[config.mk]
export PLATFORM = sky130hd
export DESIGN_NAME = esz_post_flat
export DESIGN_NICKNAME = d
export VERILOG_FILES = /design/src/sv/esz_pkg.sv /design/src/sv/esz_if.sv /design/src/sv/esz_post.sv /design/src/flat_wrapper.sv
export SDC_FILE = /design/constraint.sdc
export NUM_CORES = 1
export LEC_CHECK = 0
export ABC_AREA = 0
export ABC_CLOCK_PERIOD_IN_PS = 6850
export BUFFER_PORTS_ARGS = -buffer_cell sky130_fd_sc_hd__buf_4
export CELL_PAD_IN_SITES_DETAIL_PLACEMENT = 0
export CELL_PAD_IN_SITES_GLOBAL_PLACEMENT = 1
export CORE_ASPECT_RATIO = 1.5
export CORE_MARGIN = 2
export CORE_UTILIZATION = 40
export CTS_CLUSTER_DIAMETER = 150
export CTS_CLUSTER_SIZE = 14
export DETAILED_ROUTE_END_ITERATION = 16
export GPL_TIMING_DRIVEN = 0
export PLACE_DENSITY_LB_ADDON = 0.1
export SKIP_LAST_GASP = 1
export SLEW_MARGIN = 20
export SYNTH_ARGS = -nofsm -noshare
export SYNTH_HDL_FRONTEND = slang
export SYNTH_SLANG_ARGS = --single-unit
export TNS_END_PERCENT = 100
[constraint.sdc]
create_clock -name i_clk -period 6.85 [get_ports i_clk]
set_input_delay 0.685 -clock i_clk [delete_from_list [all_inputs] [get_ports i_clk]]
set_output_delay 0.685 -clock i_clk [all_outputs]
set_load 0.01 [all_outputs]
[src/sv/esz_pkg.sv]
// ----------------------------------------------------------------------------
// esz_pkg: shared types and constants of the effect size estimator
// Field widths, stage payload structs, estimator and status codes, and the
// small-sample correction tables.
// ----------------------------------------------------------------------------
package esz_pkg;

    localparam int CountBits   = 16;
    localparam int DataW       = 32;
    localparam int NW          = CountBits + 1;
    localparam int HedgesLimit = 50;
    localparam int HedgesIdxW  = $clog2(HedgesLimit);
    localparam int HedgesTabN  = 2 ** HedgesIdxW;
    localparam int LxW         = 21;
    localparam int RxHW        = 27;
    localparam int RxW         = (NW > RxHW) ? NW : RxHW;
    localparam int MagW        = DataW + 1;
    localparam int SqW         = 2 * DataW;
    localparam int MagSqW      = 2 * MagW;
    localparam int SumW        = SqW + CountBits + 1;
    localparam int LhsW        = SumW + LxW;
    localparam int RhsW        = MagSqW + RxW + DataW;
    localparam int QW          = DataW + 1;
    localparam int YW          = LhsW + QW;
    localparam int TW          = YW + 2 + QW;

    // split of the wide front products into two half products
    localparam int SumLoW      = (SumW + 1) / 2;
    localparam int SumHiW      = SumW - SumLoW;
    localparam int PlLoW       = SumLoW + LxW;
    localparam int PlHiW       = SumHiW + LxW;
    localparam int MagLoW      = MagSqW / 2;
    localparam int MagHiW      = MagSqW - MagLoW;
    localparam int PrLoW       = MagLoW + RxW;
    localparam int PrHiW       = MagHiW + RxW;

    localparam logic [1:0] FuncCohen  = 2'd0;
    localparam logic [1:0] FuncHedges = 2'd1;
    localparam logic [1:0] FuncGlass  = 2'd2;

    localparam logic [1:0] StOk   = 2'd0;
    localparam logic [1:0] StZero = 2'd1;
    localparam logic [1:0] StSat  = 2'd2;

    typedef struct packed {
        logic glass;   // signed result, Glass's delta
        logic neg;     // negative mean difference (Glass only)
        logic zero;    // zero df or zero divisor
        logic force0;  // Hedges correction of zero
    } t_ctl;

    typedef struct packed {
        logic [LhsW-1:0] lhs;
        logic [RhsW-1:0] rhs;
        t_ctl            ctl;
    } t_front;

    typedef struct packed {
        logic [QW-1:0] q;
        t_ctl          ctl;
    } t_root;

    typedef logic [LxW-1:0]  t_lx_tab [HedgesTabN];
    typedef logic [RxHW-1:0] t_rx_tab [HedgesTabN];

    // (4n-9)^2 * n
    function automatic t_lx_tab build_lx();
        t_lx_tab t;
        longint  v;
        for (int i = 0; i < HedgesTabN; i++) begin
            if (i >= 4 && i < HedgesLimit) v = longint'((4*i-9)*(4*i-9)) * i;
            else v = 0;
            t[i] = LxW'(v);
        end
        return t;
    endfunction

    // 16 * (n-2)^2 * (n-3)^2
    function automatic t_rx_tab build_rx();
        t_rx_tab t;
        longint  v;
        for (int i = 0; i < HedgesTabN; i++) begin
            if (i >= 4 && i < HedgesLimit) v = longint'((i-2)*(i-2)) * 16 * (i-3) * (i-3);
            else v = 0;
            t[i] = RxHW'(v);
        end
        return t;
    endfunction

    localparam t_lx_tab HedgesLx = build_lx();
    localparam t_rx_tab HedgesRx = build_rx();

endpackage

[src/sv/esz_if.sv]


interface esz_out_if;
    logic                             valid;
    logic                             ready;
    logic signed [esz_pkg::DataW-1:0] effect;
    logic [1:0]                       status;

    modport source (output valid, effect, status, input ready);
    modport sink   (input valid, effect, status, output ready);
endinterface

[src/sv/esz_post.sv]
// ----------------------------------------------------------------------------
// esz_post: result formatting and output register
// Applies sign, saturation, the zero-divisor case and the forced-zero Hedges
// case, then holds the beat until the sink takes it.
// ----------------------------------------------------------------------------
module esz_post (
    input  logic           i_clk,
    input  logic           i_rst_n,
    input  logic           i_valid,
    input  esz_pkg::t_root i_res,
    output logic           o_ready,
    esz_out_if.source      o_result
);

    localparam logic [esz_pkg::QW-1:0] NegLim = esz_pkg::QW'(1) << (esz_pkg::DataW - 1);
    localparam logic [esz_pkg::QW-1:0] PosLim = NegLim - 1'b1;
    localparam logic [esz_pkg::DataW-1:0] EffMax = {1'b0, {(esz_pkg::DataW-1){1'b1}}};
    localparam logic [esz_pkg::DataW-1:0] EffMin = {1'b1, {(esz_pkg::DataW-1){1'b0}}};

    logic                      r_valid;
    logic [esz_pkg::DataW-1:0] r_effect, n_effect;
    logic [1:0]                r_status, n_status;
    logic                      en;

    assign en      = !r_valid || o_result.ready;
    assign o_ready = en;

    always_comb begin
        n_effect = '0;
        n_status = esz_pkg::StOk;
        if (i_res.ctl.zero) begin
            n_status = esz_pkg::StZero;
        end else if (i_res.ctl.force0) begin
            n_status = esz_pkg::StOk;
        end else if (i_res.ctl.neg) begin
            if (i_res.q > NegLim) begin
                n_effect = EffMin;
                n_status = esz_pkg::StSat;
            end else begin
                n_effect = '0 - i_res.q[esz_pkg::DataW-1:0];
            end
        end else if (i_res.q > PosLim) begin
            n_effect = EffMax;
            n_status = esz_pkg::StSat;
        end else begin
            n_effect = i_res.q[esz_pkg::DataW-1:0];
        end
    end

    always_ff @(posedge i_clk) begin
        if (!i_rst_n) begin
            r_valid <= 1'b0;
        end else if (en) begin
            r_valid <= i_valid;
        end
    end

    always_ff @(posedge i_clk) begin
        if (en) begin
            r_effect <= n_effect;
            r_status <= n_status;
        end
    end

    assign o_result.valid  = r_valid;
    assign o_result.effect = r_effect;
    assign o_result.status = r_status;

    a_sat_extreme: assert property (@(posedge i_clk) disable iff (!i_rst_n)
        o_result.valid && o_result.status == esz_pkg::StSat
        |-> o_result.effect == EffMax || o_result.effect == EffMin)
        else $error("saturated beat without an extreme effect");

    a_zero_effect: assert property (@(posedge i_clk) disable iff (!i_rst_n)
        o_result.valid && o_result.status == esz_pkg::StZero |-> o_result.effect == '0)
        else $error("zero-divisor beat with nonzero effect");

    a_status_code: assert property (@(posedge i_clk) disable iff (!i_rst_n)
        o_result.valid |-> o_result.status == esz_pkg::StOk
            || o_result.status == esz_pkg::StZero || o_result.status == esz_pkg::StSat)
        else $error("undefined status code");

endmodule

[src/flat_wrapper.sv]
// flat-port wrapper written by rule: the top's interface ports become plain ports
module esz_post_flat 
  (i_clk, i_rst_n, i_valid, i_res, o_ready, o_result_valid, o_result_effect, o_result_status, o_result_ready);
  esz_out_if o_result_i ();
  input  logic i_clk;
  input  logic i_rst_n;
  input  logic i_valid;
  input  esz_pkg::t_root i_res;
  output logic o_ready;
  output wire logic [$bits(o_result_i.valid)-1:0] o_result_valid;
  output wire logic [$bits(o_result_i.effect)-1:0] o_result_effect;
  output wire logic [$bits(o_result_i.status)-1:0] o_result_status;
  input wire logic [$bits(o_result_i.ready)-1:0] o_result_ready;
  assign o_result_valid = o_result_i.valid;
  assign o_result_effect = o_result_i.effect;
  assign o_result_status = o_result_i.status;
  assign o_result_i.ready = o_result_ready;
  esz_post u_core (.i_clk(i_clk), .i_rst_n(i_rst_n), .i_valid(i_valid), .i_res(i_res), .o_ready(o_ready), .o_result(o_result_i));
endmodule
## Word level (Yosys, flattened, before mapping)

Cells that the tools add are included.

- Bits in registers: 35
- Word-level logic and storage cells: 17
- Output and inout port bits: 36

- Magnitude comparators: 2
- Add/sub/neg operators: 1
- Multiplexer cells: 7
- Reductions and logical operators: 3

Operators by type and width:

| cell | number |
|---|---|
| 32-bit two-way mux | 3 |
| 33-bit by 31-bit greater-than comparator with 1-bit output (second input constant) | 1 |
| 33-bit by 32-bit greater-than comparator with 1-bit output (second input constant) | 1 |
| 1-bit by 32-bit subtractor with 32-bit output (first input constant) | 1 |
| 2-bit two-way mux | 3 |
| 2-bit OR reduction | 1 |
| 1-bit zero test | 1 |
| 1-bit logical OR | 1 |
| 1-bit two-way mux | 1 |

## Depth between registers and ports, before layout

- Word-level depth: 4
- Depth in mapped cells: 9

## Least setup slack after synthesis

No wires, ideal clock.

- Kind: input -> register
- Start: in i_res[4] in the netlist's numbering
- End: reg u_core.r_effect (netlist bit u_core.o_result.effect[28]) (data pin)
- Setup time: 0.269 ns
- Stages on the path: 9
- Slack: 3.792 ns
- Data required time: 6.581 ns
- Arrival time: 2.790 ns
- Cells stage by stage: inv_1 > ha_1 > nor3b_1 > nand3_1 > or4_1 > buf_2 > or4_1 > a21oi_1 > nor3_1

- Word-level cells in the longest chain between the ends: 3

RTL lines:

| what | line | RTL |
|---|---|---|
| start, declared | flat_wrapper.sv:8 | `input esz_pkg::t_root i_res;` |
| 1-bit by 32-bit subtractor with 32-bit output (tied with other cells) | esz_post.sv:40 | `n_effect = '0 - i_res.q[esz_pkg::DataW-1:0];` |
| 32-bit two-way mux, on equally long branches | esz_post.sv:36, esz_post.sv:42 |  |
| 32-bit two-way mux (*) | esz_post.sv:35 | `end else if (i_res.ctl.neg) begin` |
| end signal, assigned | esz_post.sv:60 | `r_effect <= n_effect;` |
| end, declared | esz_post.sv:21 | `logic [esz_pkg::DataW-1:0] r_effect, n_effect;` |

Mark *: on every way between the ends. The rest lies on a longest branch, timed or not.
A chain may end at the register's enable or synchronous reset.

## Worst setup path in the final report

Ends and elaborated chain as after synthesis.

==> metrics.yaml <==
place:
  place_ws_ns: 3.218
  port-buffer-count: 72
  gp_congestion: 0.8815
  placed_area_um2: 2998
  place_inst: 397
  dp_hpwl_um: 5767
routing:
  avgRoutedWirePerCell_um: 19.11
  drc_errors: 0
  num_vias: 2471
  wirelength_um: 7701
  detail-route-antenna-nets: 0
  drtIter0Drc: 289
  dr.pass1.iters: 5
  via_per_inst: 6.132
critical_path:
  slowest_stage: "or4_1"
  path_class: "in2reg"
  cp.depth: 10
  worstRegToRegCells: 2
  start_kind: "input port"
  r2r-end: "u_core.o_result.effect[15]"
  crit_chain: "buf_4, inv_1, ha_1, nor3b_1, nand3_1, or4_1, buf_2, or4_1, a21oi_1, nor3_1"
  rrSetupSlack_ns: 5.64
  crit_family: "simple AND/OR/NAND/NOR gates"
  cp_max_fo: 6
  path_buf_inv: 3
  cp.required_ns: 6.87
  r2r_start: "u_core.o_result.valid"
  cp_slowest_stage_delay_ns: 0.58
  path_common_cell: "or4_1"
  end_kind: "register"
  cp.arrival_ns: 3.36
finish:
  drive_gt1_share_pct: 26.89
  nFillCells: 567
  layout.nets: 375
  diodes: 0
  ff_latch_area_um2: 1041
  syn_to_final_growth_pct: 31.37
  multiInputGateArea_um2: 1196
  finalInstanceArea_um2: 3070
  instances_no_fill: 403
yosys:
  synth.area.top_cells: "edfxtp_1, nor3_1, o21ai_0"
  yosysMostFrequentCell: "edfxtp_1"
  avgSynthCellArea_um2: 9.275
  async_flop_share_pct: 0
  syn_area_um2: 2337
  muxShareOfSynthArea_pct: 0
  yosysWarningCount: 0
  synth_top_family_by_area: "simple AND/OR/NAND/NOR gates"
  synth_xor_area_share_pct: 2.248
  synth_edf_count: 34
  ys_ff_latch: 35
  yosysTopAreaCellShare_pct: 43.68
  ys_top_cells_by_count: "edfxtp_1, nor3_1, clkbuf_1, nand2_1, o21ai_0"
  synth_compound_area_share_pct: 20.93
  synth_top_area_cell: "edfxtp_1"
  yosys.area_share.simple_pct: 26.82
  synthCells: 252
  dominantRegCellSynth: "edfxtp_1"
  synth_nets: 295
  synth_cell_type_count: 51
  synth-seq-area-share_pct: 44.54
  synth_fa_ha_area_share_pct: 1.071
cts:
  cts_resized: 0
  numCtsBuffers: 5
  cts_max_level: 2
  root_buffer: "clkbuf_8"
  cts_max_path_buffers: 2
  cts.sink_count: 35
  cts_tree: "yes"
  post_cts_buffers: 0
  path_clk_slew_ns: 0.07
  holdBufCountCts: 0
  clk_latency_ns: 0.28
grt:
  grt.overflow.total: 0
  track_usage_pct: 24.62
  top_usage_layer: "met2"
  grt_pass1_wl_um: 12190
  antenna_found_initial: 0
  grtUsageMet3_pct: 3.360
  globalRouteMet1Util_pct: 31.08
  grt_pass1_vias: 2416
  grt_max_degree: 22
  use_met2_pct: 41.85
die:
  dieArea_um2: 6483
  core_area_um2: 5743
  die_x_um: 66.42
  start_util_pct: 40.70
  rows: 34
  ioPinCount: 77
  die_h_um: 97.62
sta:
  relSlewSlack_pct: 44.78
  slew_violations: 0
  rsz0062_at_grt: "no"
  fmax_mhz: 299.1
  timing.hold.ws_ns: 0.5985
  hold_viol_final: 0
  layout_min_cycle_time_ns: 3.343
  setup_viol: 0
  setup_slack_ns: 3.507
  post-route-period-util_pct: 48.80
  fin_skew_ns: 0.004396
  final.setup.tns_ns: 0
  worst_pin_slew_ns: 0.8220
power:
  intPower_w: 0.0003786
  p_clk_share_pct: 27.0
  power_density_nw_per_um2: 170.5
  power_leakage_nw: 1.236
  ir_drop_v: 0.0001040
  seqPwrFrac_pct: 49.9
  p_switching_w: 0.0001448
  comb_power_share_pct: 23.1
  swShare_pct: 27.66
run_status:
  status: "completed"
flow_run:
  cap_viol_max_count: 0
worst_hold_path:
  holdCritStartpoint: "i_res[1]"
  min_to: "u_core.o_result.status[0]"
  holdPathStages: 1
  min_path_type: "in2reg"
[power groups by stage]
| stage | clock network [W] | logic [W] | registers [W] |
|---|---|---|---|
| final | 0.000141 | 0.000121 | 0.000261 |
| after floorplan | 0 | 0.0000393 | 0.000276 |
| after global routing | 0.000152 | 0.000131 | 0.000263 |
| after detailed placement | 0 | 0.000121 | 0.000266 |
| after global placement | 0 | 0.000118 | 0.000266 |
| after CTS | 0.000145 | 0.000121 | 0.000261 |
[registers in the layout, summed over array words and instances (netlist names)]
register	flops
u_core.o_result.effect	32
u_core.o_result.valid	1
u_core.o_result.status	2
[final cells by class]
type                       count  share of cell area (%)
multi-input combinational    190                   38.96
sequential                    35                   33.90
timing repair buffer          73                   18.50
tap                           72                   2.934
clock buffer                   6                   2.363
buffer                        17                   2.119
inverter                      10                   1.222
[worst max-delay path by stage]
stage	start	endpoint	slack, ns
floorplan	i_res[4]	u_core.o_result.effect[28]	3.79
global route	i_res[4]	u_core.o_result.effect[28]	3.29
detailed placement	i_res[4]	u_core.o_result.effect[28]	3.22
finish	i_res[4]	u_core.o_result.effect[28]	3.51
global placement	i_res[4]	u_core.o_result.effect[28]	3.22
CTS	i_res[4]	u_core.o_result.effect[28]	3.51
[routing by layer]
metal	up-vias	wire, µm
met5	-	0
met4	0	114
met3	8	435
met2	115	4098
met1	1180	3052
li1	1168	-
[cell families (layout without fill, tap and decap cells)]
logic type,after synthesis,after routing
simple gates,112,112
flops,35,35
compound gates,70,70
buf+inv,27,106
xor+xnor,6,6
fa+ha+maj,2,2
[worst reg2reg max path, cell delays in order (launching register included)]
cell and delay [ns]:
dfxtp_1 0.32, nand2b_2 0.36, buf_16 0.23
[metrics by stage]
step	power [W]	utilization, %
6_report	0.0005234	53.46
5_1_grt	0.0005461	53.46
4_1_cts	0.0005278	53.46
3_5_place_dp	0.0003865	52.20
3_3_place_gp	0.0003838	51.68
2_1_floorplan	0.0003156	-
[cell usage in the layout (no fill, tap or decap), types with 4 or more instances in the layout]
cell type	n
buf_4	72
or3_1	10
xor2_1	4
nor2_1	12
or4_1	6
clkbuf_8	5
edfxtp_1	34
o21ai_0	16
nor3_1	19
nor4_1	10
a21oi_1	10
nand2_1	16
o311ai_0	4
nand3_1	10
o31ai_1	4
nand4_1	11
a31oi_1	6
inv_1	10
clkbuf_1	17
Power figures use the tool's default switching activity.
